File: src/rtl/fqkr_pkg.sv
// Types and constants of the keyed first-in first-out queue.
package fqkr_pkg;

	localparam int DEPTH        = 16;
	localparam int KEY_BITS     = 16;
	localparam int PAYLOAD_BITS = 32;
	localparam int CNT_BITS     = $clog2(DEPTH + 1);

	typedef enum logic [1:0] {
		FUNC_ENQ = 2'd0,
		FUNC_DEQ = 2'd1,
		FUNC_REM = 2'd2
	} func_t;

	typedef struct packed {
		func_t                   func;
		logic [KEY_BITS-1:0]     item_key;
		logic [PAYLOAD_BITS-1:0] item_payload;
	} cmd_t;

	typedef struct packed {
		logic                    ok;
		logic [KEY_BITS-1:0]     out_key;
		logic [PAYLOAD_BITS-1:0] out_payload;
		logic [CNT_BITS-1:0]     occupancy;
		logic                    is_empty;
	} res_t;

	// Operation broadcast to every cell in the accept cycle.
	typedef struct packed {
		logic                    enq;
		logic                    deq;
		logic                    rem;
		logic [KEY_BITS-1:0]     key;
		logic [PAYLOAD_BITS-1:0] payload;
	} cell_ctrl_t;

	// Contents one cell shows to its neighbor toward the front.
	typedef struct packed {
		logic                    valid;
		logic [KEY_BITS-1:0]     key;
		logic [PAYLOAD_BITS-1:0] payload;
	} cell_link_t;

endpackage

File: src/rtl/fqkr_cell.sv
// One slot of the queue: holds an entry, loads on enqueue, shifts toward the front.
module fqkr_cell
	import fqkr_pkg::*;
(
	input  logic       clk,
	input  logic       arst_n,
	input  cell_ctrl_t ctrl,
	input  logic       prev_valid,
	input  logic       hit_in,
	input  cell_link_t next,
	output cell_link_t here,
	output logic       hit_out
);

	logic                    valid_q;
	logic [KEY_BITS-1:0]     key_q;
	logic [PAYLOAD_BITS-1:0] payload_q;
	logic                    load;
	logic                    shift;

	// The hit flag ripples from front to back: once a match is seen, every
	// cell from there on takes its neighbor's entry, closing the gap.
	assign hit_out = hit_in | (valid_q && (key_q == ctrl.key));
	// Only the first free slot sees a valid neighbor in front of it.
	assign load    = ctrl.enq && !valid_q && prev_valid;
	assign shift   = ctrl.deq || (ctrl.rem && hit_out);

	always_ff @(posedge clk or negedge arst_n) begin
		if (!arst_n) begin
			valid_q <= 1'b0;
		end else if (load) begin
			valid_q <= 1'b1;
		end else if (shift) begin
			valid_q <= next.valid;
		end
	end

	always_ff @(posedge clk) begin
		if (load) begin
			key_q     <= ctrl.key;
			payload_q <= ctrl.payload;
		end else if (shift) begin
			key_q     <= next.key;
			payload_q <= next.payload;
		end
	end

	assign here = '{valid: valid_q, key: key_q, payload: payload_q};

endmodule

File: src/rtl/fifo_queue_with_keyed_removal.sv
// Top level of the keyed first-in first-out queue: row of slot cells and result register.
// A transaction is taken on every clock edge with start high; busy is never raised, so a new
// request may follow in the very next cycle. Each request gives exactly one result, shown on
// res with done high for one cycle, in the cycle after acceptance, and the receiver cannot hold
// it off. The queue is a row of DEPTH cells, slot 0 at the front; every cell compares its key
// in parallel and a one-bit hit chain runs from front to back, so the whole update of one
// request completes in the accept cycle and that chain sets the clock period. Stored entries
// need no clearing after reset: only slots marked valid are ever read.
module fifo_queue_with_keyed_removal
	import fqkr_pkg::*;
(
	input  logic clk,
	input  logic arst_n,
	input  logic start,
	output logic busy,
	input  cmd_t cmd,
	output logic done,
	output res_t res
);

	cell_ctrl_t           ctrl;
	cell_link_t           link [DEPTH];
	logic [DEPTH-1:0]     hit;
	logic                 accept;
	logic                 full;
	logic                 ok;
	logic [CNT_BITS-1:0]  count_q;
	logic [CNT_BITS-1:0]  count_next;
	logic                 done_q;
	res_t                 res_q;

	assign busy   = 1'b0;
	assign accept = start && !busy;
	assign full   = link[DEPTH-1].valid;

	always_comb begin
		ctrl         = '0;
		ctrl.key     = cmd.item_key;
		ctrl.payload = cmd.item_payload;
		ok           = 1'b0;
		case (cmd.func)
			FUNC_ENQ: begin
				ctrl.enq = accept;
				ok       = !full;
			end
			FUNC_DEQ: begin
				ctrl.deq = accept && link[0].valid;
				ok       = link[0].valid;
			end
			FUNC_REM: begin
				ctrl.rem = accept;
				ok       = hit[DEPTH-1];
			end
			default: begin
				ok = 1'b0;
			end
		endcase
	end

	always_comb begin
		count_next = count_q;
		if (ok && (cmd.func == FUNC_ENQ)) begin
			count_next = count_q + CNT_BITS'(1);
		end else if (ok) begin
			count_next = count_q - CNT_BITS'(1);
		end
	end

	for (genvar i = 0; i < DEPTH; i++) begin : g_cell
		logic       prev_valid;
		logic       hit_in;
		cell_link_t next;

		if (i == 0) begin : g_front
			assign prev_valid = 1'b1;
			assign hit_in     = 1'b0;
		end else begin : g_inner
			assign prev_valid = link[i-1].valid;
			assign hit_in     = hit[i-1];
		end

		if (i == DEPTH - 1) begin : g_back
			assign next = '0;
		end else begin : g_mid
			assign next = link[i+1];
		end

		fqkr_cell u_cell (
			.clk        (clk),
			.arst_n     (arst_n),
			.ctrl       (ctrl),
			.prev_valid (prev_valid),
			.hit_in     (hit_in),
			.next       (next),
			.here       (link[i]),
			.hit_out    (hit[i])
		);
	end

	always_ff @(posedge clk or negedge arst_n) begin
		if (!arst_n) begin
			count_q <= '0;
			done_q  <= 1'b0;
		end else begin
			done_q <= accept;
			if (accept) begin
				count_q <= count_next;
			end
		end
	end

	always_ff @(posedge clk) begin
		if (accept) begin
			res_q.ok          <= ok;
			if (ok && (cmd.func == FUNC_DEQ)) begin
				res_q.out_key     <= link[0].key;
				res_q.out_payload <= link[0].payload;
			end else begin
				res_q.out_key     <= '0;
				res_q.out_payload <= '0;
			end
			res_q.occupancy   <= count_next;
			res_q.is_empty    <= (count_next == '0);
		end
	end

	assign done = done_q;
	assign res  = res_q;

endmodule

File: config.mk
export PLATFORM = sky130hd
export DESIGN_NAME = fifo_queue_with_keyed_removal
export DESIGN_NICKNAME = d
export VERILOG_FILES = /design/src/rtl/fqkr_pkg.sv /design/src/rtl/fqkr_cell.sv /design/src/rtl/fifo_queue_with_keyed_removal.sv
export SDC_FILE = /design/constraint.sdc
export NUM_CORES = 1
export LEC_CHECK = 0
export ABC_AREA = 1
export BUFFER_PORTS_ARGS = -buffer_cell sky130_fd_sc_hd__buf_2
export CAP_MARGIN = 20
export CORE_ASPECT_RATIO = 1.4
export CORE_MARGIN = 2
export CORE_UTILIZATION = 40
export DETAILED_ROUTE_END_ITERATION = 6
export GPL_ROUTABILITY_DRIVEN = 0
export PLACE_DENSITY = 0.67
export SLEW_MARGIN = 15
export SYNTH_ARGS = -nofsm -noshare
export SYNTH_HDL_FRONTEND = slang
export SYNTH_HIERARCHICAL = 1
export SYNTH_SLANG_ARGS = --single-unit
File: constraint.sdc
create_clock -name clk -period 10.05 [get_ports clk]
set_input_delay 1.005 -clock clk [delete_from_list [all_inputs] [get_ports clk]]
set_output_delay 1.005 -clock clk [all_outputs]
set_load 0.02 [all_outputs]
==> flow_summary_export.csv, run 1 <==
group,metric,value,unit
power,clockPowerShare,38.6,%
route,wl,75200,um
grt,antenna_found_initial,4,
timing,final_hold_viol_count,0,
grt,grt-ovfl-total,0,
cts,postCtsResizedCells,0,
critical_path,required,10.32,ns
grt,grt_pass1_vias,26700,
worst_hold_path,hp-class,"in2async",
grt,grt_pass1_wl,125000,um
critical_path,crit_start,"cmd[32]",
yosys,ys_types,27,
critical_path,crit_path_start_kind,"primary input",
place,dp_hpwl,53800,um
cts,clock_tree.root_cell,"clkbuf_16",
route,viasPerCell,4.58,
yosys,netlist_instances,4602,
timing,max_freq,0.206,GHz
timing,finalSetupViolCount,0,
timing,slew_headroom,27.3,%
critical_path,r2r-end,"g_cell[15].u_cell/payload_q[24]",
critical_path,timing.critical_path.mode_cell,"nand2_2",
grt,grt_use_total,14.3,%
route,remaining_drc_errors,0,
cts,cts_hold_buf,0,
timing,slew_viol_final,0,
place,dp_slack,4.01,ns
floorplan,die_h,381,um
timing,worst_slew_pin_slew,1.09,ns
cts,clkSlewWorstSetupHoldPaths,0.06,ns
power,pwr-share-seq,53.3,%
power,vdd_drop_max,134,uV
floorplan,start_util,40.3,%
timing,finalSetupTns,0,ns
route,drt-met1-wl,31100,um
floorplan,core_area,101000,um2
route,drt_iter0_drc,1607,
layout,final_layout_size_suffix_gt1_share,7.55,%
timing,finalCritPeriodShare,48.3,%
cts,cts_tree,"yes",
timing,finalWorstSetupSlack,5.20,ns
critical_path,critPathKind,"in2reg",
cts,ctsLongestPathBuffers,3,
critical_path,critPathCaptureType,"flip-flop",
floorplan,fp-row-count,138,
power,internal_power,5920,uW
critical_path,rr_worst_depth,40,
power,combPwrFrac,8.1,%
layout,syn2layout_area_growth,11.8,%
yosys,synth_warnings,6,
timing,clock_skew,0.0200,ns
timing,hold_ws,0.355,ns
critical_path,cp.arrival,5.12,ns
power,swShare,23.2,%
critical_path,r2r_start,"g_cell[0].u_cell/key_q[11]",
critical_path,r2r_setup_slack,5.85,ns
yosys,syn_area,40700,um2
place,portBuffers,108,
yosys,syn_area_per_cell,8.84,um2
timing,rsz0062_at_grt,"no",
route,vias,28000,
route,antenna_left,0,
route,route.met2.wl,38800,um
cts,insertion_delay,0.65,ns
floorplan,ioPinCount,110,
power,p_leak,0.0206,uW
cts,htree_levels,3,
route,met3_wirelength,3220,um
place,place_area,42400,um2
yosys,ys_seq_elements,845,
power,switching_power,1790,uW
timing,post-route-min-period,4.85,ns
cts,numCtsBuffers,81,
cts,post_cts_buffers,0,
power,power.density,169,nW/um2
grt,grt_max_degree,64,
floorplan,die_x,274,um
critical_path,crit_slowest_cell,"buf_2",
job,drv_cap,0,
floorplan,die_area,104000,um2
layout,final_cell_area,45500,um2
critical_path,cpPeakStageDelay,0.78,ns
layout,nets,4767,
route,drt-pass1-iter-count,5,
route,wl_per_cell,12.3,um
route,routed.top_layer,"met4",
yosys,ys_seq_area_share,62.1,%
outcome,status,"finished, final reports clean",
cts,cts.sinks,845,
critical_path,path_max_fanout,49,
## cell families (layout without fill, tap and decap cells)
| kind of cell | after synthesis | count (layout) | share of synthesized area, % |
|---|---|---|---|
| simple gates | 2798 | 2798 | 26.8 |
| flops | 845 | 845 | 62.1 |
| buf+inv | 611 | 730 | 6.19 |
| compound gates | 279 | 279 | 3.46 |
| xor+xnor | 65 | 65 | 1.42 |
| fa+ha+maj | 2 | 2 | 0.0615 |
| other cells | 2 | 55 | 0.0185 |
## critical path: cells and delay by family
family,cells,cell delay (ns)
buffers and inverters,17,2.05
and+or+nand+nor,23,2.02
## worst max path at each step
stage | endpoint | slack (ns)
2_1_floorplan | g_cell[15].u_cell/key_q[0] | 5.79
3_3_place_gp | g_cell[10].u_cell/payload_q[10] | 4.15
3_5_place_dp | g_cell[0].u_cell/payload_q[8] | 4.01
4_1_cts | g_cell[0].u_cell/key_q[4] | 4.69
5_1_grt | g_cell[15].u_cell/payload_q[7] | 4.75
6_report | g_cell[15].u_cell/payload_q[24] | 5.20
## cells in the mapped netlist (all sizes together)
cell,instances,area [um2]
a21boi,1,18.8
a21oi,17,85.1
buf,115,658
clkbuf,67,251
conb,2,7.51
dfrtp,22,551
edfxtp,823,24700
ha,2,25.0
inv,429,1610
nand2,2474,9410
nand3,72,470
nand3b,1,20.0
nand4,2,12.5
nor2,228,858
nor3,5,25.0
o21ai,261,1310
or2,16,100
xnor2,16,140
xor2,49,437
## power by group through the flow
stage          Clock [uW]  Sequential [uW]  Combinational [uW]
6_report             2970             4110                 624
5_1_grt              3160             4130                 724
4_1_cts              3040             4120                 620
3_5_place_dp            0             4190                 616
3_3_place_gp            0             4180                 600
2_1_floorplan           0             4190                 416
## sequential cells by signal, summed over array words and instances (netlist names)
signal	count
count_q	5
done	1
g_cell.u_cell/key_q	256
g_cell.u_cell/payload_q	512
g_cell.u_cell/valid_q	16
res	55
## area by class of cell
type / count / area, um2
antenna: 3 / 7.51
clock buffer: 101 / 2170
clock inverter: 41 / 382
fill: 9459 / 55500
inverter: 429 / 1610
multi-input combinational: 3196 / 13100
sequential: 845 / 25300
tap: 1330 / 1660
timing repair buffer: 159 / 1310
## metrics by stage
stage	utilization, %	cells	total power (uW)
CTS	44.5	6077	7780
detailed placement	42.0	5935	4810
global placement	42.0	5935	4780
floorplan	-	4652	4600
finish	45.1	6104	7710
global route	45.1	6103	8010
## layout by cell type, fill, tap and decap left out, types with 22 or more instances in the layout
cell type  instances
buf_2            108
buf_4             27
clkbuf_16         84
clkinv_1          22
conb_1            52
dfrtp_1           22
edfxtp_1         823
inv_1            423
nand2_1         2423
nand2_2           51
nand3_1           53
nor2_1           227
o21ai_0          245
xor2_1            48
## per-layer routing
| layer | vias up | GRT usage, % |
|---|---|---|
| met5 | - | 0 |
| met4 | 0 | 5.64 |
| met3 | 137 | 2.02 |
| met2 | 515 | 26.7 |
| met1 | 12600 | 16.2 |
| li1 | 14700 | - |
No activity file was read; power rests on OpenSTA's default activity.
==> inputs of run 2 (changes only) <==
--- a/config.mk
+++ b/config.mk
@@ -5,7 +5,7 @@
 export SDC_FILE = /design/constraint.sdc
 export NUM_CORES = 1
 export LEC_CHECK = 0
-export ABC_AREA = 1
+export ABC_AREA = 0
 export BUFFER_PORTS_ARGS = -buffer_cell sky130_fd_sc_hd__buf_2
 export CAP_MARGIN = 20
 export CORE_ASPECT_RATIO = 1.4
==> constraint.sdc (replaced) <==
create_clock -name clk -period 4.54 [get_ports clk]
set_input_delay 0.454 -clock clk [delete_from_list [all_inputs] [get_ports clk]]
set_output_delay 0.454 -clock clk [all_outputs]
set_load 0.02 [all_outputs]
==> flow_summary_export.csv, run 2 <==
group,metric,value,unit
layout,syn2layout_area_growth,16.4,%
floorplan,core_area,97000,um2
layout,regMostFlops,"g_cell.u_cell/payload_q",
yosys,synth.area.top_cells,"edfxtp_1 63%, mux2_2 19%, xnor2_1 4.7%, mux2_1 2.8%, dfrtp_1 1.4%",
worst_hold_path,hold_end,"done",
timing,worst_slew_pin_slew,0.930,ns
timing,finalSetupViolCount,108,
route,antenna_left,0,
floorplan,ioPinCount,110,
cts,htree_levels,3,
cts,cts.sinks,845,
critical_path,r2r_start,"g_cell[0].u_cell/key_q[15]",
timing,finalWorstSetupSlack,-0.728,ns
critical_path,cpPeakStageDelay,0.41,ns
power,pwr-share-seq,49.9,%
power,internal_power,15300,uW
timing,final_hold_viol_count,0,
cts,ctsLongestPathBuffers,3,
yosys,synthDominantCellAreaShare,63.0,%
critical_path,critPathKind,"reg2reg",
yosys,syn_area,39200,um2
route,vias,20800,
route,wl,91300,um
grt,grt_pass1_wl,138000,um
timing,post-route-min-period,5.27,ns
route,remaining_drc_errors,0,
timing,slew_viol_final,0,
grt,use_met2,34.8,%
floorplan,fp-row-count,135,
place,portBuffers,108,
critical_path,critPathCaptureType,"flip-flop",
layout,nFillCells,8285,
timing,slew_headroom,38.0,%
worst_hold_path,worstHoldStart,"start",
critical_path,crit_path_start_kind,"flip-flop",
power,p_leak,0.0159,uW
route,drt-pass1-iter-count,7,
timing,hold_ws,0.141,ns
floorplan,die_x,269,um
layout,fin_util,47.1,%
yosys,ys.flop_type,"edfxtp_1",
grt,grt-ovfl-total,0,
timing,rsz0062_at_grt,"yes",
yosys,synth_commonest_cells,"823 x edfxtp_1, 673 x mux2_2, 211 x xnor2_1",
grt,busiest_layer,"met2",
worst_hold_path,whs_path_depth,1,
cts,numCtsBuffers,82,
route,drt_iter0_drc,1302,
route,viasPerCell,5.22,
place,dp_slack,-0.964,ns
power,power.density,453,nW/um2
cts,cts_tree,"yes",
worst_hold_path,hp-class,"in2reg",
cts,insertion_delay,0.69,ns
grt,grt_max_degree,57,
place,dp_hpwl,59300,um
critical_path,path_max_fanout,5,
grt,grt_pass1_vias,22500,
cts,clock_tree.root_cell,"clkbuf_16",
outcome,status,"complete, but fails checks",
power,swShare,26.0,%
critical_path,cp.arrival,5.71,ns
yosys,synth_edf_count,823,
critical_path,r2r_setup_slack,-0.73,ns
floorplan,start_util,40.4,%
critical_path,timing.critical_path.mode_cell,"a21o_2",
grt,antenna_found_initial,7,
critical_path,crit_slowest_cell,"edfxtp_1",
critical_path,required,4.98,ns
yosys,yosys.area.top_type,"edfxtp_1",
power,vdd_drop_max,298,uV
layout,final_cell_mix,"823 x edfxtp_1, 672 x mux2_2, 211 x xnor2_1",
timing,max_freq,0.190,GHz
grt,grt_use_total,18.2,%
critical_path,rr_worst_depth,25,
power,switching_power,5390,uW
layout,final_layout_size_suffix_gt1_share,43.7,%
critical_path,r2r-end,"res[5]",
layout,nets,2682,
yosys,synthArstFlopShare,2.60,%
job,drv_cap,0,
yosys,ys_types,46,
timing,clock_skew,0.0464,ns
timing,finalCritPeriodShare,116,%
yosys,netlist_instances,2316,
grt,use_met1,20.2,%
grt,use_met3,2.31,%
cts,clkSlewWorstSetupHoldPaths,0.06,ns
power,combPwrFrac,17.6,%
yosys,synth_warnings,6,
floorplan,die_area,101000,um2
floorplan,die_h,374,um
yosys,syn_area_per_cell,16.9,um2
yosys,ys_seq_area_share,64.4,%
outcome,failed_checks,"negative setup slack",
yosys,ys_seq_elements,845,
route,wl_per_cell,22.9,um
layout,final_common_cell,"edfxtp_1",
layout,largest_reg_flops,512,
yosys,yosysMostFrequentCell,"edfxtp_1",
power,clockPowerShare,32.5,%
-- run 2: kinds of logic (layout without fill, tap and decap cells) --
kind of cell | Yosys count | count (layout) | synth area share [%]
AOI/OAI and AO/OA | 95 | 95 | 2.21
xor gates and xnor gates | 261 | 261 | 5.85
adders and majority gates | 2 | 2 | 0.0638
buffers and inverters | 141 | 462 | 1.82
DFF | 845 | 845 | 64.4
muxes | 769 | 769 | 22.1
other | 2 | 54 | 0.0192
and+or+nand+nor | 201 | 202 | 3.51
-- run 2: worst max path at each step --
stage | start | endpoint | slack [ns] | cells after the start
3_3_place_gp | cmd[47] | res[0] | -0.89 | 25
6_report | g_cell[0].u_cell/key_q[15] | res[5] | -0.73 | 25
2_1_floorplan | cmd[35] | res[0] | -0.41 | 24
4_1_cts | g_cell[0].u_cell/key_q[5] | res[0] | -0.71 | 24
3_5_place_dp | cmd[47] | res[0] | -0.96 | 25
5_1_grt | g_cell[0].u_cell/key_q[2] | res[5] | -0.86 | 25
-- run 2: timing repair --
item / in CTS / in global routing
hold buffers: 1 / 0
setup endpoints to repair: 108 / 158
buffers inserted: 12 / 14
resized for setup: 26 / 21
pin swaps: 4 / 5
gates cloned: 11 / 6
hold endpoints to repair: 22 / 0
-- run 2: area by class of cell --
type                    count  area [um2]  share of cell area, %
flip-flops and latches    845       25300                   55.3
multi-input cells        1382       13700                   30.0
repair buffers            281        2330                   5.11
clock buffers             106        2200                   4.83
well taps                1301        1630                   3.57
clock inverters            40         398                  0.872
inverters                  35         131                  0.288
diodes                      1        2.50                0.00548
-- run 2: through the flow --
| stage | instance area (um2) | power (uW) | TNS, ns | instances |
|---|---|---|---|---|
| floorplan | 39400 | 12700 | -0.802 | 2367 |
| global placement | 42400 | 13800 | -36.88 | 3809 |
| detailed placement | 42400 | 13900 | -36.03 | 3809 |
| CTS | 45500 | 20900 | -29.79 | 3978 |
| global route | 45700 | 21500 | -46.79 | 3990 |
| finish | 45700 | 20700 | -28.74 | 3991 |
-- run 2: routing by layer --
metal / share of wire (%) / wire [um] / up-vias
met1: 38 / 34600 / 10800
met4: 3.1 / 2800 / 0
met5: 0 / 0 / -
li1: - / - / 9513
met2: 56 / 50700 / 409
met3: 3.6 / 3240 / 140
-- run 2: worst max-delay path: cells and delay by family (launching register included) --
kind	cells	cell delay, ns
and+or+nand+nor	5	0.87
DFF	1	0.41
AOI/OAI and AO/OA	18	3.45
buffers and inverters	1	0.13
xor gates and xnor gates	1	0.15
-- run 2: power groups by stage --
stage | logic (uW) | clock network (uW) | registers [uW]
after CTS | 3620 | 6920 | 10300
after detailed placement | 3410 | 0 | 10500
after floorplan | 2280 | 0 | 10400
after global placement | 3320 | 0 | 10400
after global routing | 3910 | 7170 | 10400
final | 3630 | 6720 | 10300
